--- src/rtl/core/fir_filter_delay_compensated_assert.svh ---
// Assertion macros for the delay-compensated FIR filter.
// Needs signals named clock and reset in the module that includes it.
`ifndef FIR_FILTER_DELAY_COMPENSATED_ASSERT_SVH
`define FIR_FILTER_DELAY_COMPENSATED_ASSERT_SVH

// Same-cycle implication, checked out of reset.
`define FIRDC_ASSERT_IMP(lbl, ante, cons, msg) \
   lbl: assert property (@(posedge clock) disable iff (reset) (ante) |-> (cons)) \
      else $error(msg);

// Next-cycle implication, checked out of reset.
`define FIRDC_ASSERT_NXT(lbl, ante, cons, msg) \
   lbl: assert property (@(posedge clock) disable iff (reset) (ante) |=> (cons)) \
      else $error(msg);

`endif

--- src/rtl/core/firdc_pkg.sv ---
// Shared constants and request codes for the delay-compensated FIR filter.
// No dependencies.
package firdc_pkg;

   localparam int MaxTaps      = 64;
   localparam int SampleWidth  = 16;
   localparam int AddrWidth    = $clog2(MaxTaps);
   localparam int TapCntWidth  = 7;
   localparam int MaxDelay     = MaxTaps / 2;
   localparam int DelayWidth   = $clog2(MaxDelay) + 1;
   localparam int ProdWidth    = 2 * SampleWidth;
   localparam int AccWidth     = ProdWidth + AddrWidth + 1;
   localparam int FracBits     = SampleWidth - 1;
   localparam int SampleMax    = 2 ** (SampleWidth - 1) - 1;
   localparam int ReqTypeWidth = 2;
   localparam int CoefIdxWidth = 6;

   localparam logic [ReqTypeWidth-1:0] ReqSample = 2'd0;
   localparam logic [ReqTypeWidth-1:0] ReqFlush  = 2'd1;
   localparam logic [ReqTypeWidth-1:0] ReqCoef   = 2'd2;
   localparam logic [ReqTypeWidth-1:0] ReqNone   = 2'd3;

   typedef logic signed [SampleWidth-1:0] sample_type;

endpackage

--- src/rtl/core/firdc_channels.sv ---
// Handshake channel interfaces of the delay-compensated FIR filter.
// Depends on firdc_pkg.
interface firdc_req_if;
   logic                                     valid;
   logic                                     ready;
   logic [firdc_pkg::ReqTypeWidth-1:0]       req_type;
   firdc_pkg::sample_type                    sample_in;
   logic [firdc_pkg::CoefIdxWidth-1:0]       coef_index;
   firdc_pkg::sample_type                    coef_value;
   modport source (output valid, req_type, sample_in, coef_index, coef_value, input ready);
   modport sink   (input valid, req_type, sample_in, coef_index, coef_value, output ready);
endinterface

interface firdc_rsp_if;
   logic                  valid;
   logic                  ready;
   firdc_pkg::sample_type sample_out;
   logic                  last;
   modport source (output valid, sample_out, last, input ready);
   modport sink   (input valid, sample_out, last, output ready);
endinterface

interface firdc_csr_if;
   logic                              valid;
   logic                              ready;
   logic [firdc_pkg::TapCntWidth-1:0] tap_count;
   modport source (output valid, tap_count, input ready);
   modport sink   (input valid, tap_count, output ready);
endinterface

--- src/rtl/core/fir_filter_delay_compensated.sv ---
// Delay-compensated streaming FIR filter: history and tap memories, one MAC per cycle.
// Depends on firdc_pkg, the channel interfaces in firdc_channels.sv and the assert header.
//
//   channel   dir  carries                                      done when
//   req_bus   in   req_type, sample_in, coef_index, coef_value  valid & ready
//   rsp_bus   out  sample_out, last                             valid & ready
//   csr_bus   in   tap_count                                    valid & ready
//
// A sample request is paced by the single multiply-accumulate that walks the history
//   memory one tap per cycle over the T taps in use.
// A flush runs D = T/2 zero-sample steps; coefficient writes and idle codes end when accepted.
// Reset is synchronous; history reads as zero after it through per-entry valid bits.
// A stalled result holds in the output register; the next request is still taken,
//   and the block only waits when a new result is due while the old one is unread.

`include "fir_filter_delay_compensated_assert.svh"

module fir_filter_delay_compensated (
   input logic         clock,
   input logic         reset,
   firdc_req_if.sink   req_bus,
   firdc_rsp_if.source rsp_bus,
   firdc_csr_if.sink   csr_bus
);

   localparam int AW = firdc_pkg::AddrWidth;
   localparam int NT = firdc_pkg::MaxTaps;

   // sequencer states
   localparam logic [2:0] ST_IDLE   = 3'd0;
   localparam logic [2:0] ST_SHIFT  = 3'd1;  // shift a zero in for a flush step
   localparam logic [2:0] ST_MAC    = 3'd2;  // issue one tap read per cycle
   localparam logic [2:0] ST_DRAIN  = 3'd3;  // let read/multiply stages empty
   localparam logic [2:0] ST_RESULT = 3'd4;  // round, drop or emit

   // tap memories
   firdc_pkg::sample_type hist_mem [NT];
   firdc_pkg::sample_type coef_mem [NT];

   // control state
   logic [2:0]                          state_ff, state_in;
   logic [AW-1:0]                       ptr_ff, ptr_in;        // newest history entry
   logic [NT-1:0]                       hvalid_ff, hvalid_in;  // entry holds a real sample
   logic [firdc_pkg::DelayWidth-1:0]    dropped_ff, dropped_in;
   logic                                flush_ff, flush_in;
   logic [firdc_pkg::DelayWidth-1:0]    left_ff, left_in;      // flush steps to go
   logic [firdc_pkg::TapCntWidth-1:0]   tap_k_ff, tap_k_in;
   logic [firdc_pkg::TapCntWidth-1:0]   tap_count_ff;
   logic                                s1_ff, s2_ff;          // pipe stage occupancy
   logic                                rsp_valid_ff, rsp_valid_in;

   // datapath
   firdc_pkg::sample_type               hist_rd_ff, coef_rd_ff;
   logic                                hv_rd_ff;
   logic signed [firdc_pkg::ProdWidth-1:0] prod_ff;
   logic signed [firdc_pkg::AccWidth-1:0]  acc_ff, acc_in;
   firdc_pkg::sample_type               rsp_data_ff, rsp_data_in;
   logic                                rsp_last_ff, rsp_last_in;

   // derived values
   logic [firdc_pkg::TapCntWidth-1:0]   eff_taps;
   logic [firdc_pkg::DelayWidth-1:0]    delay;
   logic                                accept;
   logic                                rsp_free;
   logic                                hist_we, coef_we;
   logic [AW-1:0]                       ptr_next;
   logic [AW-1:0]                       rd_addr;
   firdc_pkg::sample_type               hmask;
   logic signed [firdc_pkg::AccWidth-1:0]  rnd, quot, sat_hi, sat_lo;
   firdc_pkg::sample_type               sat_val;
   logic                                emit;

   // taps in use clamped to [1, MaxTaps]; output advance is half of it
   always_comb begin
      priority if (tap_count_ff == '0) begin
         eff_taps = firdc_pkg::TapCntWidth'(1);
      end else if (tap_count_ff > firdc_pkg::TapCntWidth'(NT)) begin
         eff_taps = firdc_pkg::TapCntWidth'(NT);
      end else begin
         eff_taps = tap_count_ff;
      end
   end
   assign delay = firdc_pkg::DelayWidth'(eff_taps >> 1);

   assign csr_bus.ready  = 1'b1;
   assign req_bus.ready  = (state_ff == ST_IDLE);
   assign accept         = req_bus.valid && req_bus.ready;
   assign rsp_free       = !rsp_valid_ff || rsp_bus.ready;
   assign ptr_next       = ptr_ff + AW'(1);
   assign rd_addr        = ptr_ff - tap_k_ff[AW-1:0];

   // round half up, floor shift, saturate
   assign sat_hi  = firdc_pkg::AccWidth'(firdc_pkg::SampleMax);
   assign sat_lo  = -sat_hi - firdc_pkg::AccWidth'(1);
   assign rnd     = acc_ff + (firdc_pkg::AccWidth'(1) <<< (firdc_pkg::FracBits - 1));
   assign quot    = rnd >>> firdc_pkg::FracBits;
   always_comb begin
      priority if (quot > sat_hi) begin
         sat_val = firdc_pkg::SampleWidth'(sat_hi);
      end else if (quot < sat_lo) begin
         sat_val = firdc_pkg::SampleWidth'(sat_lo);
      end else begin
         sat_val = firdc_pkg::SampleWidth'(quot);
      end
   end
   assign emit = (dropped_ff >= delay);

   // sequencer
   always_comb begin
      state_in     = state_ff;
      ptr_in       = ptr_ff;
      hvalid_in    = hvalid_ff;
      dropped_in   = dropped_ff;
      flush_in     = flush_ff;
      left_in      = left_ff;
      tap_k_in     = tap_k_ff;
      rsp_valid_in = rsp_valid_ff && !rsp_bus.ready;
      rsp_data_in  = rsp_data_ff;
      rsp_last_in  = rsp_last_ff;
      acc_in       = s2_ff ? acc_ff + firdc_pkg::AccWidth'(prod_ff) : acc_ff;
      hist_we      = 1'b0;
      coef_we      = 1'b0;

      unique case (state_ff)
         ST_IDLE: begin
            if (accept) begin
               unique case (req_bus.req_type)
                  firdc_pkg::ReqSample: begin
                     hist_we             = 1'b1;
                     ptr_in              = ptr_next;
                     hvalid_in[ptr_next] = 1'b1;
                     flush_in            = 1'b0;
                     acc_in              = '0;
                     tap_k_in            = '0;
                     state_in            = ST_MAC;
                  end
                  firdc_pkg::ReqFlush: begin
                     if (delay == '0) begin
                        hvalid_in  = '0;
                        dropped_in = '0;
                     end else begin
                        flush_in = 1'b1;
                        left_in  = delay;
                        state_in = ST_SHIFT;
                     end
                  end
                  firdc_pkg::ReqCoef: begin
                     coef_we   = 1'b1;
                     hvalid_in = '0;
                  end
                  firdc_pkg::ReqNone: begin
                  end
                  default: begin
                  end
               endcase
            end
         end
         ST_SHIFT: begin
            // a zero sample: just mark the new slot empty
            ptr_in              = ptr_next;
            hvalid_in[ptr_next] = 1'b0;
            acc_in              = '0;
            tap_k_in            = '0;
            state_in            = ST_MAC;
         end
         ST_MAC: begin
            tap_k_in = tap_k_ff + firdc_pkg::TapCntWidth'(1);
            if (tap_k_ff == eff_taps - firdc_pkg::TapCntWidth'(1)) begin
               state_in = ST_DRAIN;
            end
         end
         ST_DRAIN: begin
            if (!s1_ff && !s2_ff) begin
               state_in = ST_RESULT;
            end
         end
         ST_RESULT: begin
            if (!emit || rsp_free) begin
               if (!emit) begin
                  dropped_in = dropped_ff + firdc_pkg::DelayWidth'(1);
               end else begin
                  rsp_valid_in = 1'b1;
                  rsp_data_in  = sat_val;
                  rsp_last_in  = flush_ff && (left_ff == firdc_pkg::DelayWidth'(1));
               end
               if (flush_ff) begin
                  left_in = left_ff - firdc_pkg::DelayWidth'(1);
                  if (left_ff == firdc_pkg::DelayWidth'(1)) begin
                     hvalid_in  = '0;
                     dropped_in = '0;
                     state_in   = ST_IDLE;
                  end else begin
                     state_in = ST_SHIFT;
                  end
               end else begin
                  state_in = ST_IDLE;
               end
            end
         end
         default: begin
            state_in = ST_IDLE;
         end
      endcase
   end

   // control registers
   always_ff @(posedge clock) begin
      if (reset) begin
         state_ff     <= ST_IDLE;
         ptr_ff       <= '0;
         hvalid_ff    <= '0;
         dropped_ff   <= '0;
         flush_ff     <= 1'b0;
         left_ff      <= '0;
         tap_k_ff     <= '0;
         tap_count_ff <= firdc_pkg::TapCntWidth'(1);
         s1_ff        <= 1'b0;
         s2_ff        <= 1'b0;
         rsp_valid_ff <= 1'b0;
      end else begin
         state_ff     <= state_in;
         ptr_ff       <= ptr_in;
         hvalid_ff    <= hvalid_in;
         dropped_ff   <= dropped_in;
         flush_ff     <= flush_in;
         left_ff      <= left_in;
         tap_k_ff     <= tap_k_in;
         s1_ff        <= (state_ff == ST_MAC);
         s2_ff        <= s1_ff;
         rsp_valid_ff <= rsp_valid_in;
         if (csr_bus.valid && csr_bus.ready) begin
            tap_count_ff <= csr_bus.tap_count;
         end
      end
   end

   // memories: one write, one registered read each
   always_ff @(posedge clock) begin
      if (hist_we) begin
         hist_mem[ptr_next] <= req_bus.sample_in;
      end
      hist_rd_ff <= hist_mem[rd_addr];
   end

   always_ff @(posedge clock) begin
      if (coef_we) begin
         coef_mem[req_bus.coef_index] <= req_bus.coef_value;
      end
      coef_rd_ff <= coef_mem[tap_k_ff[AW-1:0]];
   end

   // multiply stage, accumulator, output register
   assign hmask = hv_rd_ff ? hist_rd_ff : '0;

   always_ff @(posedge clock) begin
      hv_rd_ff    <= hvalid_ff[rd_addr];
      prod_ff     <= hmask * coef_rd_ff;
      acc_ff      <= acc_in;
      rsp_data_ff <= rsp_data_in;
      rsp_last_ff <= rsp_last_in;
   end

   assign rsp_bus.valid      = rsp_valid_ff;
   assign rsp_bus.sample_out = rsp_data_ff;
   assign rsp_bus.last       = rsp_last_ff;

   `FIRDC_ASSERT_IMP(a_drop_bound, 1'b1, dropped_ff <= firdc_pkg::DelayWidth'(firdc_pkg::MaxDelay), "drop count past half the tap limit")
   `FIRDC_ASSERT_NXT(a_emit_source, !rsp_valid_ff && state_ff != ST_RESULT, !rsp_valid_ff, "result appeared outside the result step")
   `FIRDC_ASSERT_IMP(a_shift_pending, state_ff == ST_SHIFT, flush_ff && left_ff != '0, "flush step with nothing left")
   `FIRDC_ASSERT_IMP(a_pipe_empty, state_ff == ST_IDLE || state_ff == ST_SHIFT, !s1_ff && !s2_ff, "MAC pipe busy at a new sum")
   `FIRDC_ASSERT_IMP(a_tap_range, state_ff == ST_MAC, tap_k_ff < eff_taps, "tap read beyond taps in use")

endmodule
--- src/flat_wrapper.sv ---
// flat-port wrapper written by rule: the top's interface ports become plain ports
module fir_filter_delay_compensated_flat 
  (clock, reset, req_bus_valid, req_bus_req_type, req_bus_sample_in, req_bus_coef_index, req_bus_coef_value, req_bus_ready, rsp_bus_valid, rsp_bus_sample_out, rsp_bus_last, rsp_bus_ready, csr_bus_valid, csr_bus_tap_count, csr_bus_ready);
  firdc_req_if req_bus_i ();
  firdc_rsp_if rsp_bus_i ();
  firdc_csr_if csr_bus_i ();
  input logic clock;
  input logic reset;
  input wire logic [$bits(req_bus_i.valid)-1:0] req_bus_valid;
  input wire logic [$bits(req_bus_i.req_type)-1:0] req_bus_req_type;
  input wire logic [$bits(req_bus_i.sample_in)-1:0] req_bus_sample_in;
  input wire logic [$bits(req_bus_i.coef_index)-1:0] req_bus_coef_index;
  input wire logic [$bits(req_bus_i.coef_value)-1:0] req_bus_coef_value;
  output wire logic [$bits(req_bus_i.ready)-1:0] req_bus_ready;
  output wire logic [$bits(rsp_bus_i.valid)-1:0] rsp_bus_valid;
  output wire logic [$bits(rsp_bus_i.sample_out)-1:0] rsp_bus_sample_out;
  output wire logic [$bits(rsp_bus_i.last)-1:0] rsp_bus_last;
  input wire logic [$bits(rsp_bus_i.ready)-1:0] rsp_bus_ready;
  input wire logic [$bits(csr_bus_i.valid)-1:0] csr_bus_valid;
  input wire logic [$bits(csr_bus_i.tap_count)-1:0] csr_bus_tap_count;
  output wire logic [$bits(csr_bus_i.ready)-1:0] csr_bus_ready;
  assign req_bus_i.valid = req_bus_valid;
  assign req_bus_i.req_type = req_bus_req_type;
  assign req_bus_i.sample_in = req_bus_sample_in;
  assign req_bus_i.coef_index = req_bus_coef_index;
  assign req_bus_i.coef_value = req_bus_coef_value;
  assign req_bus_ready = req_bus_i.ready;
  assign rsp_bus_valid = rsp_bus_i.valid;
  assign rsp_bus_sample_out = rsp_bus_i.sample_out;
  assign rsp_bus_last = rsp_bus_i.last;
  assign rsp_bus_i.ready = rsp_bus_ready;
  assign csr_bus_i.valid = csr_bus_valid;
  assign csr_bus_i.tap_count = csr_bus_tap_count;
  assign csr_bus_ready = csr_bus_i.ready;
  fir_filter_delay_compensated u_core (.clock(clock), .reset(reset), .req_bus(req_bus_i), .rsp_bus(rsp_bus_i), .csr_bus(csr_bus_i));
endmodule
--- config.mk ---
export PLATFORM = sky130hd
export DESIGN_NAME = fir_filter_delay_compensated_flat
export DESIGN_NICKNAME = d
export VERILOG_FILES = /design/src/rtl/core/firdc_pkg.sv /design/src/rtl/core/firdc_channels.sv /design/src/rtl/core/fir_filter_delay_compensated.sv /design/src/flat_wrapper.sv
export VERILOG_INCLUDE_DIRS = /design/src /design/src/rtl/core
export SDC_FILE = /design/constraint.sdc
export NUM_CORES = 2
export LEC_CHECK = 0
export BUFFER_PORTS_ARGS = -buffer_cell sky130_fd_sc_hd__buf_2
export CORE_MARGIN = 4
export CORE_UTILIZATION = 32
export CTS_CLUSTER_DIAMETER = 150
export CTS_CLUSTER_SIZE = 20
export DETAILED_ROUTE_END_ITERATION = 10
export GPL_ROUTABILITY_DRIVEN = 1
export SYNTH_ARGS = -nofsm -noshare
export SYNTH_HDL_FRONTEND = slang
export SYNTH_SLANG_ARGS = --single-unit
export TNS_END_PERCENT = 50
--- constraint.sdc ---
create_clock -name clock -period 8.85 [get_ports clock]
set_input_delay 1.77 -clock clock [delete_from_list [all_inputs] [get_ports clock]]
set_output_delay 1.77 -clock clock [all_outputs]
set_load 0.005 [all_outputs]
[Word level (Yosys, flattened, before mapping)]
Memories as Yosys holds them, arrays and structs flattened. A register that Yosys moved wholly into a read port is not among the register bits.
Cells that the tools add are included.
Word-level totals
  register bits: 192
  bits in latches: 0
  RAM bits: 2048
  memory bits (read-only): 0
  bits of input ports: 52
  output and inout bits: 20
  logic and storage cells: 152
  memories kept: 2
Cells by class
  add/subtract/negate cells: 8
  $mul: 1
  div/mod/pow operators: 0
  order comparisons: 7
  equality and inequality tests: 23
  shifts and indexed selects: 0
  mux-type cells: 63
  bitwise operators: 3
  reduce and logical (&&, ||, !) cells: 29
Memory list
  u_core.coef_mem: words 64, bits a word 16, rd ports 1, clocked after Yosys merged registers in 1, write ports 1, RTL line fir_filter_delay_compensated.sv:38  | firdc_pkg::sample_type coef_mem [NT];
  u_core.hist_mem: words 64, bits a word 16, rd ports 1, clocked after Yosys merged registers in 1, write ports 1, RTL line fir_filter_delay_compensated.sv:37  | firdc_pkg::sample_type hist_mem [NT];
Operators with widths (number)
  $pmux W64 S3: 2
  $mux W64: 5
  $mux W39: 3
  $mux W6: 14
  $pmux W39 S2: 1
  $and A64 B64 Y64: 1
  $not A64 Y64: 1
  $or A64 B64 Y64: 1
  $add A39 B16 Y39 const B: 1
  $add A39 B32 Y39: 1
  $pmux W6 S2: 3
  $mul A16 B16 Y32: 1
  $mux W16: 2
  $mux W7: 4
  $gt A24 B16 Y1 const B: 1
  $lt A24 B16 Y1 const B: 1
  $pmux W7 S3: 1
  $mux W1: 18
  $mux W3: 5
  $pmux W3 S5: 1
  $lt A6 B7 Y1 const B: 2
  $add A6 B1 Y6 const B: 2
  $ne A2 B2 Y1 const B: 6
  $reduce_and A6 Y1: 2
  other kinds (34): 55

[Logic depth before layout (Yosys ltp)]
  depth after elaboration: 9
  mapped depth: 26
  depth with buffers taken out: 24

[Least setup slack after synthesis]
No wires, ideal clock.
  path kind: reg-to-reg
  from: reg u_core.hv_rd_ff
  to: reg u_core.prod_ff[30] in the netlist's numbering
  setup time: 72 ps
  data arrival time: 6190 ps
  setup slack: 2588 ps
  stages on the path, launching flop included: 25
  clock period less this slack: 6262 ps
  cells stage by stage: dfxtp_1 clkbuf_1 and2_1 clkbuf_1 nand2_1 fa_1 fa_1 fa_1 inv_1 fa_1 fa_1 inv_1 fa_1 inv_1 ha_1 a21o_1 a21o_1 a21oi_1 nand3b_1 o21ai_1 o21ai_1 a31oi_1 o21ai_1 a221oi_1 xnor2_1
Between the ends
  word-level cells in the longest chain between the ends: 2
Ends and longest elaborated chain
  start, declared: RTL line fir_filter_delay_compensated.sv:54  | logic hv_rd_ff;
  start signal, assigned: RTL line fir_filter_delay_compensated.sv:256  | hv_rd_ff <= hvalid_ff[rd_addr];
  $mux W16: RTL line fir_filter_delay_compensated.sv:253  | assign hmask = hv_rd_ff ? hist_rd_ff : '0;
  $mul A16 B16 Y32: RTL line fir_filter_delay_compensated.sv:257  | prod_ff <= hmask * coef_rd_ff;
  end signal, assigned: RTL line fir_filter_delay_compensated.sv:257
  end, declared: RTL line fir_filter_delay_compensated.sv:55  | logic signed [firdc_pkg::ProdWidth-1:0] prod_ff;
No other way between the ends.
A chain may end at the register's enable or synchronous reset.

[Final worst setup path]
Ends and elaborated chain as after synthesis.

==> results.json <==
{
  "status": "finished clean",
  "dieHeight_um": 566.2,
  "hpwl_mm": 145.6,
  "cts_setup_buffers": 0,
  "pre_cts_ws_ps": 1346,
  "clk_latency_ps": 820,
  "final_common_cell": "edfxtp_1",
  "drtIter0Drc": 5230,
  "p_int_mw": 18.90,
  "slew_headroom": 0.1278,
  "p_switching_mw": 8.685,
  "htree_levels": 4,
  "routabilityCongestion": 0.8634,
  "placed_cell_area_mm2": 0.1057,
  "start_kind": "flip-flop",
  "p_total_mw": 27.58,
  "grt_pass1_wl_mm": 354.1,
  "num_io_pins": 72,
  "timing.final.crit_share": 0.8558,
  "yosys_warnings": 0,
  "worst_path_most_repeated_cell": "fa_1",
  "worst_path_max_delay_cell": "dfxtp_2",
  "ir_worst_vdd_uv": 286.6,
  "seq_power_share": 0.446,
  "die_area_mm2": 0.3206,
  "leakagePower_nw": 35.68,
  "antenna_found_initial": 19,
  "sw_frac_of_total": 0.3149,
  "wl_mm": 238.8,
  "postLayoutCellArea_mm2": 0.1096,
  "ys_async_sr_fraction": 0,
  "numCtsBuffers": 140,
  "grt.met2_usage": 0.2368,
  "min_path_type": "reg2reg",
  "fmax_mhz": 132.0,
  "dieWidth_um": 566.2,
  "drive_above_1_share": 0.2073,
  "vias": 50152,
  "met3_usage": 0.01955,
  "yosysSeqAreaShare": 0.6634,
  "wl_per_cell_um": 24.39,
  "rsz0062_at_grt": "no",
  "start_util": 0.3221,
  "pwr-share-clk": 0.232,
  "clk_path_buf_depth": 4,
  "core_mm2": 0.3096,
  "clk_pin_slew_ps": 90,
  "clock-sinks": 2272,
  "final_cell_mix": "edfxtp_1 (2065), mux4_2 (676), inv_1 (361)",
  "tns_ps": 0,
  "netlist_area_mm2": 0.09972,
  "antenna_left": 0,
  "final-setup-viol-count": 0,
  "vias_per_cell": 5.122,
  "cts_tree": "done",
  "grt_max_degree": 124,
  "drc_errors": 0,
  "arrival_ps": 8300,
  "skew_ps": 53.96,
  "p_comb_frac": 0.322,
  "ys_seq_elements": 2272,
  "fin_cells": 9791,
  "port_buffers": 70,
  "dr.pass1.iters": 6,
  "avgSynthCellArea_um2": 18.09,
  "cp_data_required_time_ps": 9570,
  "slew_viol_final": 0,
  "met1_usage": 0.2050,
  "syn_nets": 5971,
  "syn_inst": 5514,
  "nNetsFinal": 6057,
  "cts-resized-gates": 0,
  "overflow": 0,
  "cap_violations": 0,
  "rows": 204,
  "path_class": "reg2reg",
  "powerDensity_mw_per_mm2": 251.7,
  "placed_cells": 9578,
  "grt_use_total": 0.1464,
  "cts-root-buf": "clkbuf_16",
  "worstMarginPinSlew_ps": 1308,
  "gr-max-usage-layer": "met2",
  "synth_edf_count": 2065,
  "cp_max_fo": 63,
  "worstSetupEndpointType": "flip-flop",
  "cts-hold-fix-buffers": 0,
  "fin_ws_ps": 1276,
  "synth.distinct_cells": 81,
  "min_period_ps": 7574,
  "max_stage_delay_ps": 690,
  "area_growth_pct": 9.873,
  "synth_top_flop_cell": "edfxtp_1",
  "hold_viol_final": 0,
  "first_global_vias": 51997
}
## worst paths after layout
check	start	end	slack, ps	depth (start not counted)
setup / recovery	u_core.hv_rd_ff	u_core.prod_ff[30]	1280	25
setup reg to reg	u_core.hv_rd_ff	u_core.prod_ff[30]	1280	25
hold / removal	u_core.s1_ff	u_core.s2_ff	450	1
hold reg to reg	u_core.s1_ff	u_core.s2_ff	450	1
## cell usage after synthesis (4+ instances only)
library cell / number / area (um2)
edfxtp_1: 2065 / 62010
mux4_2: 676 / 15220
inv_1: 362 / 1359
fa_1: 265 / 5305
nor2_1: 264 / 991.0
nand2_1: 256 / 960.9
dfxtp_1: 207 / 4144
clkbuf_1: 192 / 720.7
a21oi_1: 157 / 785.8
ha_1: 140 / 1752
and3_1: 131 / 819.5
xnor2_1: 80 / 700.7
buf_1: 61 / 229.0
o32ai_1: 58 / 508.0
mux2i_1: 57 / 570.6
o21ai_0: 55 / 275.3
a21o_1: 49 / 367.9
nand3_1: 49 / 245.2
buf_2: 40 / 200.2
xor2_1: 37 / 324.1
nor3_1: 31 / 155.2
a211oi_1: 30 / 225.2
nor2b_1: 30 / 187.7
and2_1: 22 / 137.6
nand2b_1: 18 / 112.6
o21ai_1: 18 / 90.09
nand4_1: 17 / 106.4
o21bai_1: 16 / 120.1
nand3b_1: 15 / 112.6
a31oi_1: 10 / 62.56
a32o_1: 9 / 90.09
or3_1: 9 / 56.30
a211o_1: 5 / 43.79
o21a_1: 5 / 37.54
and4_1: 4 / 35.03
nor3b_1: 4 / 30.03
nor4_1: 4 / 25.02
## layer usage
| metal | share of wire | wire [um] |
|---|---|---|
| met5 | 0.000054 | 13 |
| met1 | 0.43 | 101900 |
| met2 | 0.48 | 115000 |
| met4 | 0.034 | 8034 |
| met3 | 0.058 | 13830 |
## critical path: cells and delay by family, from the launching register on
family,cells,cell delay [ps]
AOI/OAI and AO/OA,8,2080
xor gates and xnor gates,1,180
adders and majority gates,7,3040
buffers and inverters,6,800
DFF,1,690
and+or+nand+nor,3,680
## cells by family (layout without fill, tap and decap cells)
logic type | count (synthesis) | count (layout) | synth area share
muxes | 733 | 733 | 0.1584
and+or+nand+nor | 870 | 870 | 0.04118
adders and majority gates | 405 | 405 | 0.07076
DFF | 2272 | 2272 | 0.6634
other | 1 | 10 | 0.00003760
buffers and inverters | 662 | 810 | 0.02576
AOI/OAI and AO/OA | 454 | 454 | 0.03024
xor gates and xnor gates | 117 | 117 | 0.01028
## flip-flops by register name, summed over array words and instances, names as in the netlist, 3 cells and up
name                       flops
u_core.coef_rd_ff             16
u_core.state_ff                3
u_core.hist_rd_ff             16
u_core.dropped_ff              6
u_core.tap_count_ff            7
u_core.tap_k_ff                7
u_core.hist_mem             1024
u_core.prod_ff                32
u_core.acc_ff                 39
u_core.left_ff                 6
u_core.ptr_ff                  6
u_core.coef_mem             1024
u_core.hvalid_ff              64
u_core.rsp_bus.sample_out     16
## metrics by stage
step             util  hold WS, ps
2_1_floorplan       -        439.2
3_5_place_dp   0.3414        452.0
5_1_grt        0.3539        455.2
4_1_cts        0.3538        448.3
6_report       0.3539        448.5
3_3_place_gp   0.3414        449.1
## area by class of cell
cell class	count	area [um2]
fillers	28682	200000
flip-flops and latches	2272	66170
multi-input cells	2580	31260
well taps	4120	5155
clock buffers	196	3756
repair buffers	243	1764
inverters	363	1365
clock inverters	8	83.83
diodes	9	22.52
## power groups by stage
stage	combinational (mW)	sequential (mW)	clock, mW
2_1_floorplan	6.77	12.3	0
3_3_place_gp	8.91	12.5	0
3_5_place_dp	9.00	12.6	0
4_1_cts	9.05	12.3	6.60
5_1_grt	10.0	12.3	7.03
6_report	8.88	12.3	6.39
Power figures use the tool's default switching activity.
